### config.mk
export PLATFORM = sky130hd
export DESIGN_NAME = quaternion_orientation_rotate
export DESIGN_NICKNAME = d
export VERILOG_FILES = /design/src/rtl/qor_pkg.sv /design/src/rtl/qor_ctrl.sv /design/src/rtl/qor_datapath.sv /design/src/rtl/quaternion_orientation_rotate.sv
export SDC_FILE = /design/constraint.sdc
export NUM_CORES = 2
export LEC_CHECK = 0
export BUFFER_PORTS_ARGS = -buffer_cell sky130_fd_sc_hd__buf_2
export CAP_MARGIN = 15
export CORE_MARGIN = 5
export CORE_UTILIZATION = 39
export CTS_CLUSTER_SIZE = 30
export DETAILED_ROUTE_END_ITERATION = 12
export HOLD_SLACK_MARGIN = 0.03
export PLACE_DENSITY = 0.63
export SLEW_MARGIN = 20
export SYNTH_ARGS = -nofsm -noshare
export SYNTH_HDL_FRONTEND = slang
export SYNTH_SLANG_ARGS = --single-unit
### constraint.sdc
create_clock -name clk -period 27.8 [get_ports clk]
set_clock_uncertainty 0.1 [all_clocks]
set_input_delay 0 -clock clk [delete_from_list [all_inputs] [get_ports clk]]
set_output_delay 0 -clock clk [all_outputs]
set_load 0.02 [all_outputs]
### src/rtl/qor_pkg.sv
// ----------------------------------------------------------------------------
// qor_pkg
// Shared types, constants and tables for the quaternion orientation rotator.
// ----------------------------------------------------------------------------
package qor_pkg;

    localparam int unsigned CORDIC_STEPS = 16;
    localparam logic signed [33:0] CORDIC_GAIN = 34'sd652032874;
    localparam logic signed [15:0] UNIT_ONE = 16'sd16384;
    localparam logic signed [18:0] TURN_UNITS = 19'sd92160;
    localparam logic signed [18:0] HALF_TURN_UNITS = 19'sd46080;
    localparam logic signed [18:0] QUARTER_TURN_UNITS = 19'sd23040;
    localparam logic [14:0] TOL_RESET = 15'd819;

    // Datapath commands
    typedef enum logic [3:0] {
        CMD_NOP,
        CMD_LOAD,
        CMD_CORDIC,
        CMD_SINCOS,
        CMD_LOCAL,
        CMD_MAC,
        CMD_SQ,
        CMD_CHECK,
        CMD_SQRT,
        CMD_DIV,
        CMD_COMMIT
    } cmd_code_t;

    // Controller states
    typedef enum logic [3:0] {
        ST_IDLE,
        ST_CORDIC,
        ST_SINCOS,
        ST_LOCAL,
        ST_MAC,
        ST_SQ,
        ST_CHECK,
        ST_SQRT,
        ST_DIV,
        ST_COMMIT
    } state_t;

    typedef struct packed {
        cmd_code_t   code;
        logic [5:0]  cnt;
    } ctrl_cmd_t;

    typedef struct packed {
        logic is_reset;
        logic renorm;
        logic out_busy;
    } dp_status_t;

    // Arctangent of 2^-i in 2^-14 degree
    function automatic logic [19:0] atan_q14(input logic [3:0] i);
        logic [19:0] v;
        case (i)
            4'd0:    v = 20'd737280;
            4'd1:    v = 20'd435242;
            4'd2:    v = 20'd229970;
            4'd3:    v = 20'd116736;
            4'd4:    v = 20'd58595;
            4'd5:    v = 20'd29326;
            4'd6:    v = 20'd14667;
            4'd7:    v = 20'd7334;
            4'd8:    v = 20'd3667;
            4'd9:    v = 20'd1833;
            4'd10:   v = 20'd917;
            4'd11:   v = 20'd458;
            4'd12:   v = 20'd229;
            4'd13:   v = 20'd115;
            4'd14:   v = 20'd57;
            default: v = 20'd29;
        endcase
        return v;
    endfunction

    // Sign of term t in product component j (1 = subtract)
    function automatic logic term_neg(input logic [1:0] j, input logic [1:0] t);
        logic [15:0] tbl;
        tbl = 16'b0100_0010_1000_1110;
        return tbl[{j, t}];
    endfunction

    // Saturate to signed 16 bits
    function automatic logic signed [15:0] sat16(input logic signed [43:0] v);
        logic signed [15:0] r;
        if (v > 44'sd32767)
            r = 16'sh7FFF;
        else if (v < -44'sd32768)
            r = 16'sh8000;
        else
            r = v[15:0];
        return r;
    endfunction

endpackage

### src/rtl/qor_ctrl.sv
// ----------------------------------------------------------------------------
// qor_ctrl
// Sequencer: steps the datapath through CORDIC, product, magnitude check,
// square root and division for a rotation word; a reset word goes to commit.
// ----------------------------------------------------------------------------
module qor_ctrl (
    input  logic                clk,
    input  logic                rst_n,
    input  logic                s_tvalid,
    output logic                s_tready,
    input  qor_pkg::dp_status_t status,
    output qor_pkg::ctrl_cmd_t  cmd
);
    import qor_pkg::*;

    state_t     state_reg, state_next;
    logic [5:0] cnt_reg, cnt_next;

    // State and step counter
    always_ff @(posedge clk or negedge rst_n)
    begin
        if (!rst_n)
        begin
            state_reg <= ST_IDLE;
            cnt_reg   <= 6'd0;
        end
        else
        begin
            state_reg <= state_next;
            cnt_reg   <= cnt_next;
        end
    end

    // Next state and commands
    always_comb
    begin
        state_next = state_reg;
        cmd.code   = CMD_NOP;
        cmd.cnt    = cnt_reg;
        s_tready   = 1'b0;
        case (state_reg)
            ST_IDLE:
            begin
                s_tready = 1'b1;
                if (s_tvalid)
                begin
                    cmd.code   = CMD_LOAD;
                    state_next = ST_CORDIC;
                end
            end
            ST_CORDIC:
            begin
                if (status.is_reset)
                    state_next = ST_COMMIT;
                else
                begin
                    cmd.code = CMD_CORDIC;
                    if (cnt_reg == 6'd15)
                        state_next = ST_SINCOS;
                end
            end
            ST_SINCOS:
            begin
                cmd.code   = CMD_SINCOS;
                state_next = ST_LOCAL;
            end
            ST_LOCAL:
            begin
                cmd.code = CMD_LOCAL;
                if (cnt_reg == 6'd2)
                    state_next = ST_MAC;
            end
            ST_MAC:
            begin
                cmd.code = CMD_MAC;
                if (cnt_reg == 6'd15)
                    state_next = ST_SQ;
            end
            ST_SQ:
            begin
                cmd.code = CMD_SQ;
                if (cnt_reg == 6'd3)
                    state_next = ST_CHECK;
            end
            ST_CHECK:
            begin
                cmd.code   = CMD_CHECK;
                state_next = ST_SQRT;
            end
            ST_SQRT:
            begin
                if (!status.renorm)
                    state_next = ST_COMMIT;
                else
                begin
                    cmd.code = CMD_SQRT;
                    if (cnt_reg == 6'd20)
                        state_next = ST_DIV;
                end
            end
            ST_DIV:
            begin
                cmd.code = CMD_DIV;
                if (cnt_reg == 6'd63)
                    state_next = ST_COMMIT;
            end
            ST_COMMIT:
            begin
                if (!status.out_busy)
                begin
                    cmd.code   = CMD_COMMIT;
                    state_next = ST_IDLE;
                end
            end
            default:
            begin
                state_next = ST_IDLE;
            end
        endcase
        cnt_next = (state_next != state_reg) ? 6'd0 : cnt_reg + 6'd1;
    end

endmodule

### src/rtl/qor_datapath.sv
// ----------------------------------------------------------------------------
// qor_datapath
// Orientation storage, CORDIC, shared multiplier/accumulator, square root
// and divider, and the output word register.
// ----------------------------------------------------------------------------
module qor_datapath (
    input  logic                clk,
    input  logic                rst_n,
    input  qor_pkg::ctrl_cmd_t  cmd,
    output qor_pkg::dp_status_t status,
    input  logic [71:0]         s_tdata,
    input  logic                s_tuser,
    input  logic                cfg_wr_en,
    input  logic [14:0]         cfg_wr_data,
    input  logic                m_tready,
    output logic                m_tvalid,
    output logic [63:0]         m_tdata,
    output logic                m_tuser
);
    import qor_pkg::*;

    // Control and status registers
    logic        op_reg;
    logic        renorm_reg;
    logic        out_valid_reg;
    logic [14:0] tol_reg;

    // Payload registers
    logic signed [15:0] q_reg [0:3];
    logic signed [15:0] ax_reg [0:2];
    logic signed [16:0] ang_reg;
    logic signed [33:0] cx_reg, cy_reg;
    logic signed [23:0] cz_reg;
    logic               neg_reg;
    logic signed [17:0] s_reg;
    logic signed [17:0] l_reg [0:3];
    logic signed [19:0] r_reg [0:3];
    logic signed [43:0] acc_reg;
    logic [41:0]        sq_reg;
    logic [41:0]        n_reg, res_reg;
    logic [20:0]        m_reg;
    logic [20:0]        rem_reg;
    logic [15:0]        quot_reg;
    logic               flag_reg;

    // Angle fold into +-90 degrees (half angle in 1/256 degree)
    logic signed [18:0] h1, h2, h3;
    logic               hneg;
    always_comb
    begin
        h1   = 19'(ang_reg);
        if (h1 < 19'sd0)
            h1 = h1 + TURN_UNITS;
        h2   = (h1 > HALF_TURN_UNITS) ? h1 - TURN_UNITS : h1;
        h3   = h2;
        hneg = 1'b0;
        if (h2 > QUARTER_TURN_UNITS)
        begin
            h3   = h2 - HALF_TURN_UNITS;
            hneg = 1'b1;
        end
        else if (h2 < -QUARTER_TURN_UNITS)
        begin
            h3   = h2 + HALF_TURN_UNITS;
            hneg = 1'b1;
        end
    end

    // CORDIC step
    logic [3:0]         ci;
    logic signed [33:0] cdx, cdy;
    logic signed [23:0] catan;
    logic signed [33:0] cos_r, sin_r;
    assign ci    = cmd.cnt[3:0];
    assign cdx   = cy_reg >>> ci;
    assign cdy   = cx_reg >>> ci;
    assign catan = 24'(signed'({1'b0, atan_q14(ci)}));
    assign cos_r = (cx_reg + 34'sd32768) >>> 16;
    assign sin_r = (cy_reg + 34'sd32768) >>> 16;

    // Shared multiplier operand select
    logic [1:0]         mj, mt, ridx;
    logic signed [19:0] mul_a, mul_b;
    logic signed [39:0] mul_p;
    logic               first, msub;
    logic signed [19:0] r_sel;
    assign mj    = cmd.cnt[3:2];
    assign mt    = cmd.cnt[1:0];
    assign ridx  = (cmd.code == CMD_DIV) ? cmd.cnt[5:4] : cmd.cnt[1:0];
    assign r_sel = r_reg[ridx];
    always_comb
    begin
        mul_a = 20'sd0;
        mul_b = 20'sd0;
        msub  = 1'b0;
        first = (cmd.cnt[1:0] == 2'd0);
        case (cmd.code)
            CMD_LOCAL:
            begin
                mul_a = 20'(ax_reg[cmd.cnt[1:0]]);
                mul_b = 20'(s_reg);
            end
            CMD_MAC:
            begin
                mul_a = 20'(l_reg[mt]);
                mul_b = 20'(q_reg[mj ^ mt]);
                msub  = term_neg(mj, mt);
            end
            CMD_SQ:
            begin
                mul_a = r_sel;
                mul_b = r_sel;
            end
            default:
            begin
                mul_a = 20'sd0;
            end
        endcase
    end
    assign mul_p = mul_a * mul_b;

    logic signed [43:0] acc_base, acc_sum, loc_rnd, acc_rnd;
    assign acc_base = first ? 44'sd0 : acc_reg;
    assign acc_sum  = msub ? acc_base - 44'(mul_p) : acc_base + 44'(mul_p);
    assign loc_rnd  = (44'(mul_p) + 44'sd8192) >>> 14;
    assign acc_rnd  = (acc_sum + 44'sd8192) >>> 14;

    // Magnitude check
    logic [41:0] dev, lim;
    assign dev = (sq_reg > 42'h1000_0000) ? sq_reg - 42'h1000_0000
                                          : 42'h1000_0000 - sq_reg;
    assign lim = {13'd0, tol_reg, 14'd0};

    // Square root step, two bits per step
    logic [41:0] n_cur, res_cur, sq_bit, trial, n_nx, res_nx;
    assign n_cur   = (cmd.cnt == 6'd0) ? sq_reg : n_reg;
    assign res_cur = (cmd.cnt == 6'd0) ? 42'd0 : res_reg;
    assign sq_bit  = 42'd1 << (6'd40 - {cmd.cnt[4:0], 1'b0});
    assign trial   = res_cur + sq_bit;
    always_comb
    begin
        if (n_cur >= trial)
        begin
            n_nx   = n_cur - trial;
            res_nx = (res_cur >> 1) + sq_bit;
        end
        else
        begin
            n_nx   = n_cur;
            res_nx = res_cur >> 1;
        end
    end

    // Restoring divide step: round(|r| * 2^14 / m), one quotient bit per step
    logic [3:0]  db;
    logic [19:0] mag;
    logic [33:0] numer;
    logic [20:0] rem_cur, rem_sh, rem_nx;
    logic        dge;
    logic [15:0] quot_nx;
    assign db      = cmd.cnt[3:0];
    assign mag     = r_sel[19] ? 20'(-r_sel) : 20'(r_sel);
    assign numer   = {mag, 14'd0} + 34'(m_reg >> 1);
    assign rem_cur = (db == 4'd0) ? 21'(numer[33:16]) : rem_reg;
    assign rem_sh  = {rem_cur[19:0], numer[4'd15 - db]};
    assign dge     = (rem_sh >= m_reg);
    assign rem_nx  = dge ? rem_sh - m_reg : rem_sh;
    assign quot_nx = {quot_reg[14:0], dge};

    // Control registers
    always_ff @(posedge clk or negedge rst_n)
    begin
        if (!rst_n)
        begin
            op_reg        <= 1'b0;
            renorm_reg    <= 1'b0;
            out_valid_reg <= 1'b0;
            tol_reg       <= TOL_RESET;
            q_reg[0]      <= UNIT_ONE;
            q_reg[1]      <= 16'sd0;
            q_reg[2]      <= 16'sd0;
            q_reg[3]      <= 16'sd0;
            flag_reg      <= 1'b0;
        end
        else
        begin
            if (cfg_wr_en)
                tol_reg <= cfg_wr_data;
            if (cmd.code == CMD_LOAD)
            begin
                op_reg     <= s_tuser;
                renorm_reg <= 1'b0;
            end
            if (cmd.code == CMD_CHECK)
                renorm_reg <= (dev > lim);
            if (cmd.code == CMD_COMMIT)
            begin
                out_valid_reg <= 1'b1;
                if (op_reg)
                begin
                    q_reg[0] <= UNIT_ONE;
                    q_reg[1] <= 16'sd0;
                    q_reg[2] <= 16'sd0;
                    q_reg[3] <= 16'sd0;
                    flag_reg <= 1'b0;
                end
                else
                begin
                    for (int k = 0; k < 4; k++)
                        q_reg[k] <= sat16(44'(r_reg[k]));
                    flag_reg <= renorm_reg;
                end
            end
            else if (m_tready)
                out_valid_reg <= 1'b0;
        end
    end

    // Payload registers
    always_ff @(posedge clk)
    begin
        case (cmd.code)
            CMD_LOAD:
            begin
                ax_reg[0] <= s_tdata[15:0];
                ax_reg[1] <= s_tdata[31:16];
                ax_reg[2] <= s_tdata[47:32];
                ang_reg   <= s_tdata[64:48];
            end
            CMD_CORDIC:
            begin
                if (cmd.cnt == 6'd0)
                begin
                    // first step starts from the folded angle
                    cx_reg  <= CORDIC_GAIN - ((h3 >= 19'sd0) ? 34'sd0 : 34'sd0);
                    cy_reg  <= (h3 >= 19'sd0) ? (CORDIC_GAIN >>> 0) : -CORDIC_GAIN;
                    cz_reg  <= (h3 >= 19'sd0) ? 24'(h3) * 24'sd64 - catan
                                              : 24'(h3) * 24'sd64 + catan;
                    neg_reg <= hneg;
                end
                else if (cz_reg >= 24'sd0)
                begin
                    cx_reg <= cx_reg - cdx;
                    cy_reg <= cy_reg + cdy;
                    cz_reg <= cz_reg - catan;
                end
                else
                begin
                    cx_reg <= cx_reg + cdx;
                    cy_reg <= cy_reg - cdy;
                    cz_reg <= cz_reg + catan;
                end
            end
            CMD_SINCOS:
            begin
                l_reg[0] <= neg_reg ? -cos_r[17:0] : cos_r[17:0];
                s_reg    <= neg_reg ? -sin_r[17:0] : sin_r[17:0];
            end
            CMD_LOCAL:
            begin
                l_reg[2'(cmd.cnt[1:0] + 2'd1)] <= 18'(sat16(loc_rnd));
            end
            CMD_MAC:
            begin
                acc_reg <= acc_sum;
                if (mt == 2'd3)
                    r_reg[mj] <= acc_rnd[19:0];
            end
            CMD_SQ:
            begin
                acc_reg <= acc_sum;
                if (cmd.cnt[1:0] == 2'd3)
                    sq_reg <= acc_sum[41:0];
            end
            CMD_SQRT:
            begin
                n_reg   <= n_nx;
                res_reg <= res_nx;
                if (cmd.cnt == 6'd20)
                    m_reg <= res_nx[20:0];
            end
            CMD_DIV:
            begin
                rem_reg  <= rem_nx;
                quot_reg <= quot_nx;
                if (db == 4'd15 && m_reg != 21'd0)
                    r_reg[cmd.cnt[5:4]] <= r_sel[19] ? -20'(quot_nx) : 20'(quot_nx);
            end
            default:
            begin
                acc_reg <= acc_reg;
            end
        endcase
    end

    assign status.is_reset = op_reg;
    assign status.renorm   = renorm_reg;
    assign status.out_busy = out_valid_reg && !m_tready;

    assign m_tvalid = out_valid_reg;
    assign m_tdata  = {q_reg[3], q_reg[2], q_reg[1], q_reg[0]};
    assign m_tuser  = flag_reg;

endmodule

### src/rtl/quaternion_orientation_rotate.sv
// ----------------------------------------------------------------------------
// quaternion_orientation_rotate
// Keeps an orientation quaternion and applies axis/angle rotations to it.
// ----------------------------------------------------------------------------
// The block takes one word at a time. A rotation runs the CORDIC, the product
// and the magnitude check, and when the product is renormalized also 21 square
// root steps plus 16 divide steps per component on one divider; a reset word
// goes straight to commit. The 16-step CORDIC and the single shared multiplier
// set the base latency. A finished result waits in the output register, which
// is the stored orientation itself, while the next word is accepted.
module quaternion_orientation_rotate (
    input  logic        clk,
    input  logic        rst_n,
    input  logic        s_tvalid,
    output logic        s_tready,
    input  logic [71:0] s_tdata,   // axis_x, axis_y, axis_z, angle[16:0], zero pad
    input  logic        s_tuser,   // op
    output logic        m_tvalid,
    input  logic        m_tready,
    output logic [63:0] m_tdata,   // quat_w, quat_x, quat_y, quat_z
    output logic        m_tuser,   // renormalized
    input  logic        cfg_wr_en,
    input  logic [14:0] cfg_wr_data
);
    import qor_pkg::*;

    ctrl_cmd_t  cmd;
    dp_status_t status;

    qor_ctrl u_ctrl (
        .clk      (clk),
        .rst_n    (rst_n),
        .s_tvalid (s_tvalid),
        .s_tready (s_tready),
        .status   (status),
        .cmd      (cmd)
    );

    qor_datapath u_dp (
        .clk         (clk),
        .rst_n       (rst_n),
        .cmd         (cmd),
        .status      (status),
        .s_tdata     (s_tdata),
        .s_tuser     (s_tuser),
        .cfg_wr_en   (cfg_wr_en),
        .cfg_wr_data (cfg_wr_data),
        .m_tready    (m_tready),
        .m_tvalid    (m_tvalid),
        .m_tdata     (m_tdata),
        .m_tuser     (m_tuser)
    );

    // Busy right after taking a word
    a_busy_after_accept: assert property (@(posedge clk) disable iff (!rst_n)
        (s_tvalid && s_tready) |=> !s_tready)
        else $error("accepted a word while busy");

    // A result appears only from a commit
    a_valid_from_commit: assert property (@(posedge clk) disable iff (!rst_n)
        $rose(m_tvalid) |-> $past(cmd.code == CMD_COMMIT))
        else $error("result without commit");

    // CORDIC runs its last step into the sine/cosine capture
    a_cordic_done: assert property (@(posedge clk) disable iff (!rst_n)
        (cmd.code == CMD_CORDIC && cmd.cnt == 6'd15) |=> cmd.code == CMD_SINCOS)
        else $error("CORDIC sequence broken");

endmodule

==> results.cfg <==
[yosys]
synthMuxAreaShare_pct = 5.57
yosysSeqAreaShare_pct = 28.2
yosys.area_share.simple_pct = 16.9
synthAdderAreaFrac_pct = 20.8
synth-compound-area-share_pct = 14.6
synthArstFlopShare_pct = 14.4
ys_ff_latch = 645
synth.most_common_cell = nand2_1
syn-num-nets = 8421
syn-instance-count = 7468
synth_area_um2 = 67200
yosysTopAreaCell = edfxtp_1
yosys-top-cells-count = 1060 x nand2_1, 746 x inv_1, 566 x nor2_1
synth-edff-count = 552
synth_top_area_share_pct = 24.7
synthDistinctLibCells = 106
synth.avg_cell_area_um2 = 8.99
yosys.area_share.xor_xnor_pct = 7.80
ys_warn_count = 0
yosys-top-cells-area = edfxtp_1 25%, fa_1 13%, ha_1 8.0%
ys.flop_type = edfxtp_1
synth_top_family_by_area = adder cells

[placed_design]
dp_hpwl_um = 164000
dp_cells = 9680
place.port_buffers = 152
place_area_um2 = 70400
finalWeightedCongestion = 0.970
pre_cts_ws_ps = 12550

[global_route]
grt_pass1_vias = 55100
busiest_layer = met2
use_met1_pct = 29.8
grt.overflow.total = 0
antenna_found_initial = 2
met2_usage_pct = 38.9
grt_pass1_wl_um = 330000
use_met3_pct = 2.77
grt.total_usage_pct = 23.5
grt_max_degree = 92

[sta]
hold_viol_final = 0
finalSetupTns_ps = 0
period_share_pct = 55.6
setup_violations = 0
max_freq_ghz = 0.0647
finalCriticalPeriod_ps = 15460
rsz0062_at_grt = no
drv_slew = 0
fin_ws_ps = 12340
worstMarginPinSlew_ps = 1140
slew_headroom_pct = 23.0

[routing]
vias = 56600
first_iter_violations = 5052
viasPerCell = 5.65
wire_per_inst_um = 21.6
drt-pass1-iter-count = 7
drc = 0
routed_wl_um = 216000
postRouteAntennaNets = 0

[die]
core_um2 = 172000
rows = 152
die-area_um2 = 181000
dieHeight_um = 425
die_x_um = 425
start_util_pct = 39.2
ios = 160

[run_status]
status = complete, no violations

[cells_and_area]
fillers = 16500
nets = 8596
n_antenna_cell = 0
largest_reg_flops = 80
areaGrowthSynthToFinish_pct = 11.6
layoutNonFillerInstCount = 10000
drive_above_1_share_pct = 8.39
design_area_um2 = 75000
fin_util_pct = 43.7

[clocking]
ctsHtreeMaxLevel = 3
cts_buffer_depth = 3
tritoncts = done
worstSkewPairLatency_ps = 720
numCtsBuffers = 75
clock-sinks = 645
root_buffer = clkbuf_16
clkSlewWorstSetupHoldPaths_ps = 60

[worst_setup_path]
cp.required_ps = 28140
cp-end-kind = flop
crit_type = flop to flop
critPathMaxStageDelay_ps = 960
r2r_end = u_dp.sq_reg[40]
cp_max_fo = 39
r2r_cells = 44
slowest_stage = o311ai_1
reg2reg_slack_ps = 12340
worstSetupStartpointType = flop
reg2reg_from = u_ctrl.state_reg[2]
cp_data_arrival_time_ps = 15800

[worst_hold_path]
min_from = cfg_wr_en
worstHoldPathCells = 3
hold_path_end = u_dp.tol_reg[6]
hold_path.class = input pin to flop

[run]
timing.max_cap.violations = 0

[power]
peakVddDrop_mv = 0.0692
powerDensity_nw_per_um2 = 28.4
leakagePower_nw = 31.2
==> cells in the final DEF (no fill, tap or decap), types with 66 or more instances in the layout <==
master         synthesis  layout
a21o_1               110     110
a21oi_1              360     354
a31oi_1               67      66
and2_1               105     104
buf_2                 26     151
buf_4                  2      95
clkbuf_16              0      77
dfrtp_1               86      82
dlygate4sd3_1          0     195
edfxtp_1             552     552
fa_1                 428     428
ha_1                 432     431
inv_1                746     744
mux2i_1               89      86
mux4_2               107     107
nand2_1             1060    1060
nand2b_1              79      78
nand3_1              137     137
nor2_1               566     556
nor2b_1               96      95
nor3_1               114     107
o21ai_0              512     512
xnor2_1              384     384
xor2_1               214     213
==> layer usage <==
metal	vias to the layer above	routed length [um]
met5	-	26
met4	4	13700
met3	462	14700
met2	2194	102000
met1	27700	86200
li1	26200	-
==> worst max-delay path by stage <==
| stage | from | slack (ps) | end |
|---|---|---|---|
| after detailed placement | u_ctrl.state_reg[2] | 12550 | u_dp.acc_reg[40] |
| after floorplan | u_ctrl.cnt_reg[0] | 12840 | u_dp.acc_reg[40] |
| after CTS | u_ctrl.state_reg[2] | 12450 | u_dp.sq_reg[40] |
| after global routing | u_ctrl.state_reg[2] | 11580 | u_dp.r_reg[3][19] |
| after global placement | u_ctrl.state_reg[2] | 12730 | u_dp.acc_reg[40] |
| final | u_ctrl.state_reg[2] | 12340 | u_dp.sq_reg[40] |
==> through the flow <==
stage	total power [mW]	hold slack, ps
6_report	2.13	189
5_1_grt	2.19	224
4_1_cts	2.15	122
3_5_place_dp	1.08	-66.3
3_3_place_gp	1.08	-75.7
2_1_floorplan	1.07	-396
==> layout make-up <==
class / instances / area (um2) / share of cell area, %
Clock inverter: 54 / 643 / 0.858
Timing Repair Buffer: 443 / 3450 / 4.61
Tap cell: 2310 / 2890 / 3.86
Multi-Input combinational cell: 5729 / 44300 / 59.1
Clock buffer: 82 / 1950 / 2.60
Sequential cell: 645 / 18900 / 25.2
Inverter: 749 / 2810 / 3.75
==> critical path: cells and delay by family (launching register included) <==
| family | cells | cell delay, ps |
|---|---|---|
| simple gates | 10 | 2550 |
| xor+xnor | 2 | 530 |
| buf+inv | 9 | 1960 |
| mux | 2 | 1170 |
| flops | 1 | 570 |
| compound gates | 12 | 3980 |
| fa+ha+maj | 9 | 4210 |
==> cell families after synthesis <==
group / count (synthesis)
xor+xnor: 598
fa+ha+maj: 860
mux: 235
buf+inv: 1094
compound gates: 1558
flops: 645
simple gates: 2478
==> power breakdown <==
| part | switching [mW] | internal, mW |
|---|---|---|
| registers | 0.000859 | 1.04 |
| logic | 0.0154 | 0.0268 |
| clock network | 0.464 | 0.585 |
==> what timing repair did <==
action	4_1_cts	5_1_grt
endpoints found under the hold margin	191	0
resized for setup	0	0
setup endpoints to repair	0	0
hold buffers	196	0
buffers inserted	0	0
(Power assumes the default switching activity.)
